--- src/hrlh_pkg.sv ---
// Package for the heater radio link handler: request and result types,
// codes and frame constants, and the control frame byte table.
// No dependencies.
package hrlh_pkg;

	localparam logic [1:0] REQ_BYTE   = 2'd0;
	localparam logic [1:0] REQ_POLL   = 2'd1;
	localparam logic [1:0] REQ_BOOST  = 2'd2;
	localparam logic [1:0] REQ_CANCEL = 2'd3;

	localparam logic [2:0] KIND_TX     = 3'd0;
	localparam logic [2:0] KIND_HEATER = 3'd1;
	localparam logic [2:0] KIND_BUDDY  = 3'd2;
	localparam logic [2:0] KIND_SENDER = 3'd3;
	localparam logic [2:0] KIND_DROP   = 3'd4;

	localparam logic [2:0] STATE_HOT   = 3'd0;
	localparam logic [2:0] STATE_OVER  = 3'd1;
	localparam logic [2:0] STATE_BOOST = 3'd2;
	localparam logic [2:0] STATE_SOLAR = 3'd3;
	localparam logic [2:0] STATE_OFF   = 3'd4;

	localparam logic [2:0] ENERGY_NONE = 3'd5;

	localparam logic [7:0] TYPE_HEATER = 8'h22;
	localparam logic [7:0] TYPE_BUDDY  = 8'h21;
	localparam logic [7:0] TYPE_SENDER = 8'h01;

	localparam logic [7:0] MODE_FIRST = 8'hCA;
	localparam logic [7:0] MODE_CUMUL = 8'hCB;
	localparam logic [7:0] MODE_LAST  = 8'hCE;

	localparam logic [5:0] LEN_MIN    = 6'd10;
	localparam logic [5:0] LEN_MAX    = 6'd62;
	localparam logic [5:0] LEN_CAP    = 6'd63;
	localparam logic [5:0] LEN_TYPED  = 6'd28;
	localparam logic [5:0] LEN_SENDER = 6'd44;

	localparam int CAP_BYTES = 29;
	localparam logic [4:0] FRAME_LAST = 5'd28;
	localparam logic [2:0] SLOT_LAST  = 3'd4;

	typedef struct packed {
		logic [1:0]         req_type;
		logic [7:0]         rx_byte;
		logic               rx_last;
		logic signed [11:0] rssi_tenths;
		logic [7:0]         boost_dur;
	} req_item_t;

	typedef struct packed {
		logic [2:0]         out_kind;
		logic [7:0]         tx_byte;
		logic               tx_last;
		logic signed [15:0] heat_power;
		logic signed [31:0] import_raw;
		logic signed [31:0] energy_value;
		logic [2:0]         energy_kind;
		logic [7:0]         boost_left;
		logic [2:0]         heat_state;
		logic [1:0]         warnings;
		logic [31:0]        packet_count;
	} res_item_t;

	typedef struct packed {
		logic               known;
		logic [15:0]        addr;
		logic signed [11:0] best_rssi;
		logic               batt_low;
		logic [31:0]        count;
	} link_state_t;

	typedef struct packed {
		logic               learn;
		logic [15:0]        new_addr;
		logic signed [11:0] new_best;
		logic               set_batt;
		logic               batt_val;
		logic               count_inc;
	} link_update_t;

	function automatic res_item_t clear_result();
		res_item_t r;
		r = '0;
		r.energy_kind = ENERGY_NONE;
		return r;
	endfunction

	function automatic logic [7:0] frame_byte(input logic [4:0] idx, input logic [15:0] addr,
			input logic [1:0] req, input logic [7:0] boost, input logic [7:0] code);
		logic [7:0] b;
		case (idx)
			5'd0: b = addr[15:8];
			5'd1: b = addr[7:0];
			5'd2: b = TYPE_BUDDY;
			5'd3: b = (req == REQ_POLL) ? 8'h08 : 8'h18;
			5'd4: b = 8'h92;
			5'd5: b = 8'h07;
			5'd8: b = 8'h24;
			5'd10: b = 8'hA0;
			5'd11: b = 8'hA0;
			5'd12: b = code;
			5'd14: b = 8'hA0;
			5'd15: b = 8'hA0;
			5'd16: b = 8'hC8;
			5'd17: b = (req == REQ_BOOST) ? boost : 8'h00;
			default: b = 8'h00;
		endcase
		return b;
	endfunction

endpackage

--- src/heater_radio_link_handler_top.sv ---
// Top level of the heater radio link handler: input register, packet byte
// capture, link state, control frame sequencer and result register.
// Depends on hrlh_pkg and hrlh_pkt_decode.
//
// Usage: requests enter on req_valid/req_ready/req_data and results leave on
// res_valid/res_ready/res_data. A received byte request with rx_last low
// gives no result; the last byte of a packet gives one result (report,
// buddy or sender accepted, or drop), registered through the input register
// and the result register. A poll, boost or cancel request, once an address
// is known, gives 29 frame byte results, the first after the frame start,
// then one per cycle while the receiver takes them. Without a known address
// it gives nothing. One request is taken per cycle while no frame is being
// sent and the receiver takes results; a frame holds the request path from
// its start cycle to its last byte, set by the frame byte sequencer, and one
// further request waits in the input register meanwhile.
// Reset clears the link state, the packet length and all valid flags.
// When the receiver stalls, the result register holds its result and the
// input side stops once the input register is full.
module heater_radio_link_handler_top
	import hrlh_pkg::*;
(
	input  logic      clk,
	input  logic      arst_n,
	input  logic      req_valid,
	output logic      req_ready,
	input  req_item_t req_data,
	output logic      res_valid,
	input  logic      res_ready,
	output res_item_t res_data
);

	req_item_t                 in_s1;
	logic                      in_v_s1;
	logic [7:0]                cap_q [0:CAP_BYTES-1];
	logic [5:0]                rx_len_q;
	logic                      known_q;
	logic [15:0]               addr_q;
	logic signed [11:0]        best_q;
	logic                      batt_q;
	logic [2:0]                slot_q;
	logic [31:0]               count_q;
	logic                      busy_q;
	logic [4:0]                frm_idx_q;
	logic [1:0]                frm_req_q;
	logic [7:0]                frm_boost_q;
	logic [7:0]                frm_code_q;
	logic                      res_valid_q;
	res_item_t                 res_q;

	logic                      is_byte;
	logic                      need_out;
	logic                      out_free;
	logic                      fire;
	logic                      emit;
	logic                      pkt_end;
	logic                      frm_start;
	logic [5:0]                len_next;
	logic [2:0]                slot_cur;
	logic [CAP_BYTES-1:0][7:0] pkt;
	link_state_t               st;
	res_item_t                 dec_res;
	link_update_t              upd;
	res_item_t                 frm_res;

	assign is_byte   = (in_s1.req_type == REQ_BYTE);
	assign need_out  = is_byte ? in_s1.rx_last : known_q;
	assign out_free  = !res_valid_q || res_ready;
	assign fire      = in_v_s1 && !busy_q && (!need_out || out_free);
	assign emit      = busy_q && out_free;
	assign pkt_end   = fire && is_byte && in_s1.rx_last;
	assign frm_start = fire && !is_byte && known_q;
	assign req_ready = !in_v_s1 || fire;
	assign len_next  = (rx_len_q == LEN_CAP) ? LEN_CAP : rx_len_q + 6'd1;
	assign slot_cur  = (slot_q > SLOT_LAST) ? 3'd0 : slot_q;

	always_comb begin
		for (int k = 0; k < CAP_BYTES; k++) begin
			pkt[k] = (rx_len_q == 6'(k)) ? in_s1.rx_byte : cap_q[k];
		end
	end

	assign st.known     = known_q;
	assign st.addr      = addr_q;
	assign st.best_rssi = best_q;
	assign st.batt_low  = batt_q;
	assign st.count     = count_q;

	hrlh_pkt_decode u_decode (
		.pkt  (pkt),
		.len  (len_next),
		.rssi (in_s1.rssi_tenths),
		.st   (st),
		.res  (dec_res),
		.upd  (upd)
	);

	always_comb begin
		frm_res = clear_result();
		frm_res.out_kind = KIND_TX;
		frm_res.tx_byte = frame_byte(frm_idx_q, addr_q, frm_req_q, frm_boost_q, frm_code_q);
		frm_res.tx_last = (frm_idx_q == FRAME_LAST);
	end

	always_ff @(posedge clk or negedge arst_n) begin
		if (!arst_n) begin
			in_v_s1 <= 1'b0;
		end else if (req_ready) begin
			in_v_s1 <= req_valid;
		end
	end

	always_ff @(posedge clk) begin
		if (req_valid && req_ready) begin
			in_s1 <= req_data;
		end
	end

	always_ff @(posedge clk) begin
		for (int k = 0; k < CAP_BYTES; k++) begin
			if (fire && is_byte && rx_len_q == 6'(k)) begin
				cap_q[k] <= in_s1.rx_byte;
			end
		end
	end

	always_ff @(posedge clk or negedge arst_n) begin
		if (!arst_n) begin
			rx_len_q <= '0;
			known_q <= 1'b0;
			addr_q <= '0;
			best_q <= '0;
			batt_q <= 1'b0;
			count_q <= '0;
		end else if (fire && is_byte) begin
			rx_len_q <= in_s1.rx_last ? 6'd0 : len_next;
			if (in_s1.rx_last) begin
				if (upd.learn) begin
					known_q <= 1'b1;
					addr_q <= upd.new_addr;
					best_q <= upd.new_best;
				end
				if (upd.set_batt) begin
					batt_q <= upd.batt_val;
				end
				if (upd.count_inc) begin
					count_q <= count_q + 32'd1;
				end
			end
		end
	end

	always_ff @(posedge clk or negedge arst_n) begin
		if (!arst_n) begin
			busy_q <= 1'b0;
			frm_idx_q <= '0;
			slot_q <= '0;
		end else if (frm_start) begin
			busy_q <= 1'b1;
			frm_idx_q <= '0;
			slot_q <= (slot_cur == SLOT_LAST) ? 3'd0 : slot_cur + 3'd1;
		end else if (emit) begin
			busy_q <= (frm_idx_q != FRAME_LAST);
			frm_idx_q <= frm_idx_q + 5'd1;
		end
	end

	always_ff @(posedge clk) begin
		if (frm_start) begin
			frm_req_q <= in_s1.req_type;
			frm_boost_q <= in_s1.boost_dur;
			frm_code_q <= MODE_FIRST + 8'(slot_cur);
		end
	end

	always_ff @(posedge clk or negedge arst_n) begin
		if (!arst_n) begin
			res_valid_q <= 1'b0;
		end else if (out_free) begin
			res_valid_q <= emit || pkt_end;
		end
	end

	always_ff @(posedge clk) begin
		if (out_free) begin
			res_q <= emit ? frm_res : dec_res;
		end
	end

	assign res_valid = res_valid_q;
	assign res_data  = res_q;

	a_busy_blocks_input: assert property (@(posedge clk) disable iff (!arst_n)
		busy_q |-> !fire)
		else $error("request processed while a control frame is being sent");

	a_frame_index_range: assert property (@(posedge clk) disable iff (!arst_n)
		busy_q |-> frm_idx_q <= FRAME_LAST)
		else $error("control frame index out of range");

	a_frame_ends: assert property (@(posedge clk) disable iff (!arst_n)
		(emit && frm_idx_q == FRAME_LAST) |=> !busy_q)
		else $error("control frame did not end after its last byte");

	a_tx_last_kind: assert property (@(posedge clk) disable iff (!arst_n)
		(res_valid_q && res_q.tx_last) |-> res_q.out_kind == KIND_TX)
		else $error("tx_last set on a result that is not a frame byte");

	a_address_sticky: assert property (@(posedge clk) disable iff (!arst_n)
		known_q |=> known_q)
		else $error("known address was lost");

endmodule

--- src/hrlh_pkt_decode.sv ---
// Packet decoder: checks a finished received packet and builds its result
// and the link state update. Depends on hrlh_pkg.
module hrlh_pkt_decode
	import hrlh_pkg::*;
(
	input  logic [CAP_BYTES-1:0][7:0] pkt,
	input  logic [5:0]                len,
	input  logic signed [11:0]        rssi,
	input  link_state_t               st,
	output res_item_t                 res,
	output link_update_t              upd
);

	logic [7:0]  ptype;
	logic [7:0]  b28;
	logic [7:0]  mode;
	logic [15:0] pkt_addr;
	logic [31:0] energy;
	logic        len_ok;
	logic        positive;
	logic [31:0] count_next;

	assign ptype      = pkt[2];
	assign b28        = (len > 6'd28) ? pkt[28] : 8'h00;
	assign mode       = pkt[24];
	assign pkt_addr   = {pkt[0], pkt[1]};
	assign energy     = {b28, pkt[27], pkt[26], pkt[25]};
	assign len_ok     = (len >= LEN_MIN) && (len <= LEN_MAX);
	assign positive   = (energy != 32'd0) && !energy[31];
	assign count_next = st.count + 32'd1;

	always_comb begin
		res = clear_result();
		res.out_kind = KIND_DROP;
		upd = '0;
		upd.new_addr = pkt_addr;
		upd.new_best = rssi;
		upd.batt_val = (pkt[12] == 8'h01);
		if (len_ok && ptype == TYPE_HEATER && len >= LEN_TYPED) begin
			upd.learn = !st.known;
			if (!st.known || pkt_addr == st.addr) begin
				upd.count_inc = 1'b1;
				res.out_kind = KIND_HEATER;
				res.heat_power = {pkt[17], pkt[16]};
				res.import_raw = {pkt[21], pkt[20], pkt[19], pkt[18]};
				if (mode >= MODE_FIRST && mode <= MODE_LAST &&
						(mode <= MODE_CUMUL || positive)) begin
					res.energy_value = energy;
					res.energy_kind = 3'(mode - MODE_FIRST);
				end
				res.boost_left = pkt[5];
				if (pkt[7] != 8'h00) begin
					res.heat_state = STATE_HOT;
				end else if (pkt[13] != 8'h00) begin
					res.heat_state = STATE_OVER;
				end else if (pkt[5] != 8'h00) begin
					res.heat_state = STATE_BOOST;
				end else if (pkt[6] == 8'h00) begin
					res.heat_state = STATE_SOLAR;
				end else begin
					res.heat_state = STATE_OFF;
				end
				res.warnings = {st.batt_low, pkt[13] != 8'h00};
				res.packet_count = count_next;
			end
		end else if (len_ok && ((ptype == TYPE_BUDDY && len >= LEN_TYPED) ||
				(ptype == TYPE_SENDER && len >= LEN_SENDER))) begin
			upd.learn = !st.known || (rssi > st.best_rssi);
			upd.set_batt = (ptype == TYPE_SENDER);
			upd.count_inc = 1'b1;
			res.out_kind = (ptype == TYPE_BUDDY) ? KIND_BUDDY : KIND_SENDER;
			res.packet_count = count_next;
		end
	end

endmodule

--- config.mk ---
export PLATFORM = sky130hd
export DESIGN_NAME = heater_radio_link_handler_top
export DESIGN_NICKNAME = d
export VERILOG_FILES = /design/src/hrlh_pkg.sv /design/src/heater_radio_link_handler_top.sv /design/src/hrlh_pkt_decode.sv
export SDC_FILE = /design/constraint.sdc
export NUM_CORES = 1
export LEC_CHECK = 0
export ABC_AREA = 1
export BUFFER_PORTS_ARGS = -buffer_cell sky130_fd_sc_hd__buf_2
export CAP_MARGIN = 15
export CORE_ASPECT_RATIO = 0.6
export CORE_MARGIN = 4
export CORE_UTILIZATION = 60
export CTS_BUF_LIST = sky130_fd_sc_hd__clkbuf_2 sky130_fd_sc_hd__clkbuf_4 sky130_fd_sc_hd__clkbuf_8
export DETAILED_ROUTE_END_ITERATION = 16
export PLACE_DENSITY = 0.92
export SLEW_MARGIN = 10
export SYNTH_ARGS = -nofsm -noshare
export SYNTH_HDL_FRONTEND = slang
export SYNTH_SLANG_ARGS = --single-unit
--- constraint.sdc ---
create_clock -name clk -period 4.5 [get_ports clk]
set_clock_uncertainty 0.1 [all_clocks]
set_input_delay 0 -clock clk [delete_from_list [all_inputs] [get_ports clk]]
set_output_delay 0 -clock clk [all_outputs]
set_load 0.005 [all_outputs]
==> impl_metrics.toml <==
[clocking]
cts_sinks = 417
clock_latency_ns = 0.63
clk_pin_slew_ns = 0.07
cts-root-buf = "clkbuf_8"
cts_max_level = 2
cts.repair.resized = 0
postCtsSetupBuffers = 0
postCtsHoldBufs = 65
cts_tree = "done"
cts_max_path_buffers = 3
cts_made_buffers = 57

[setup_path]
crit_chain = "inv_1 > ha_1 > nand3_1 > nor2_1 > inv_1 > nand2_1 > nand2_1 > nor2_1 > nand2_1 > nor2_1 > nand2_1 > nor2_1 > nand3_1 > nand2_1 > nand2_2 > nand2_8 > nor2_1"
rrSetupSlack_ns = 0.68
critPathLaunchType = "register"
cp_slowest_cell = "nor2_1"
worst-endpoint-arrival_ns = 4.06
crit_type = "register to register"
worst-path-stages = 17
end_kind = "register"
crit_required_ns = 4.74
crit_path_max_fanout = 33
r2r-end = "res_data[79]$_SDFFCE_PP0N_"
r2r-start = "rx_len_q[0]$_DFFE_PN0P_"
cpPeakStageDelay_ns = 0.61
path_delay_family = "simple AND/OR/NAND/NOR gates"
startpoint = "rx_len_q[0]$_DFFE_PN0P_"
worstSetupEndpoint = "res_data[79]$_SDFFCE_PP0N_"
worst-path-buf-inv = 2
r2r_cells = 17

[logic_synthesis]
synthTopCellsByArea = "edfxtp_1 (56%), dfrtp_1 (11%), nand2_1 (7.4%), nor2_1 (4.3%), inv_1 (4.1%)"
syn-cell-area_sq_um = 18300
synth_seq_cells = 417
syn-num-nets = 1717
synth_area_per_cell_sq_um = 11.0
synthArstFlopShare_pct = 18.9
yosysSeqAreaShare_pct = 66.4
synth_top_area_share_pct = 55.6
ys_types = 51
synth-edff-count = 338
synth_common_cells = "nand2_1 (361), edfxtp_1 (338), nor2_1 (208)"
synth_cells = 1656
synthFlopType = "edfxtp_1"
synth_top_cell_by_area = "edfxtp_1"
yosysMostFrequentCell = "nand2_1"
yosysWarnings = 0

[timing]
slew_violations = 0
worst_pin_slew_ns = 1.16
finalCritPeriodShare_pct = 84.9
final-setup-viol-count = 0
rsz0062_at_grt = "false"
tns_ns = 0
max_clock_freq_mhz = 262
slew_headroom_pct = 22.6
final_hold_viol_count = 0
finalCriticalPeriod_ns = 3.82

[global_routing]
grt_use_met3_pct = 6.42
gr-usage-met1_pct = 36.4
grt_pass1_wl_microns = 66500
grt_max_degree = 120
use_met2_pct = 39.4
antenna_found_initial = 0
grt_remaining_overflow = 0
grt_usage_pct = 25.4
busiest_layer = "met2"
grt_pass1_vias = 12544

[detailed_routing]
drt_wl_total_microns = 42700
vias = 12971
ant_nets = 0
drt_first_pass_iters = 6
wire_per_inst_microns = 17.9
via_per_inst = 5.44
drt-initial-drc-count = 1551
drc_errors = 0

[die]
die_w_microns = 233
core_area_sq_um = 30000
initial_core_util_pct = 60.9
die-area_sq_um = 33400
die_y_microns = 143
pin_count = 177
num_rows = 49

[pwr]
p_per_area_nw_per_um2 = 424
power.leakage_nw = 8.81
vdd_drop_max_mv = 0.250

[final_layout]
antennaDiodeCount = 0
final_nets = 1991
stdcell_count = 2383
drive_above_1_share_pct = 18.5
area_growth_syn_to_layout_pct = 16.3

[place]
io_buffers = 176
placed_cells = 2214
gp_congestion = 0.989
dp_hpwl_microns = 27800

[run_status]
status = "finished, final reports clean"

[min_path]
hp-class = "input port to register"

[run]
cap_viol_max_count = 0
-- report_power, final --
| group | switching, mW | internal, mW | total (mW) |
|---|---|---|---|
| combinational | 1.07 | 0.461 | 1.53 |
| sequential | 0.206 | 4.48 | 4.68 |
| clock | 1.42 | 1.38 | 2.80 |
-- registers in the layout, indices dropped and copies added (netlist names) --
signal       count
cap_q          152
frm_code_q       5
in_v_s1          1
res_data       140
batt_q           1
count_q         32
addr_q          16
frm_boost_q      8
best_q          12
frm_idx_q        5
res_valid        1
rx_len_q         6
frm_req_q        2
known_q          1
in_s1           31
slot_q           3
busy_q           1
-- through the flow --
step / area [sq um] / util, % / hold slack [ns] / total power, mW / setup WS, ns
finish: 21200 / 70.8 / 0.0331 / 9.01 / 0.679
global route: 21200 / 70.8 / 0.0351 / 9.41 / 0.451
CTS: 21200 / 70.8 / 0.0131 / 8.99 / 0.797
floorplan: 18300 / - / -0.396 / 5.71 / 0.687
detailed placement: 19500 / 65.0 / -0.259 / 6.18 / 0.836
global placement: 19500 / 65.0 / -0.262 / 6.13 / 0.978
-- logic make-up (layout without fill, tap and decap cells) --
kind of cell             Yosys count  after routing  synth area share [%]
AO/OA/AOI/OAI                    137            137                  4.23
XOR/XNOR                          31             31                  1.49
adder cells (fa/ha/maj)           26             26                  1.78
buffers and inverters            255            574                  5.95
flip-flops                       417            417                  66.4
AND/OR/NAND/NOR                  790            790                  20.1
-- how the worst min path moves through the flow --
stage	from	endpoint	slack [ns]	cells past startpoint
after CTS	req_data[28]	in_s1[28]$_DFFE_PP_	0.01	2
after global placement	arst_n	best_q[7]$_DFFE_PN0P_	-0.26	1
after floorplan	arst_n	addr_q[0]$_DFFE_PN0P_	-0.40	0
final	req_data[28]	in_s1[28]$_DFFE_PP_	0.03	2
after global routing	req_data[28]	in_s1[28]$_DFFE_PP_	0.04	2
after detailed placement	arst_n	best_q[7]$_DFFE_PN0P_	-0.26	1
-- cells in the final DEF (no fill, tap or decap), types with 23 or more instances in the layout --
master / netlist / final
nand2_1: 361 / 361
edfxtp_1: 338 / 338
nor2_1: 208 / 207
inv_1: 200 / 199
buf_2: 15 / 175
nand3_1: 99 / 99
dfrtp_1: 79 / 79
dlygate4sd3_1: 0 / 65
clkbuf_8: 0 / 57
o21ai_1: 44 / 44
o21ai_0: 39 / 39
nor2_4: 35 / 35
ha_1: 26 / 26
nand4_1: 24 / 24
xor2_1: 23 / 23
-- final cells by class --
class                           count  area [sq um]
Sequential cell                   417         12100
Fill cell                        2049          8750
Multi-Input combinational cell    984          5060
Timing Repair Buffer              257          1650
Clock buffer                       79           950
Inverter                          213           805
Tap cell                          408           510
Clock inverter                     25           129
-- routing by layer --
layer | vias to the layer above | wire (microns)
met2 | 681 | 19200
li1 | 6082 | -
met1 | 6097 | 17900
met5 | - | 0
met4 | 0 | 1120
met3 | 111 | 4390
No activity file was read; power rests on OpenSTA's default activity.
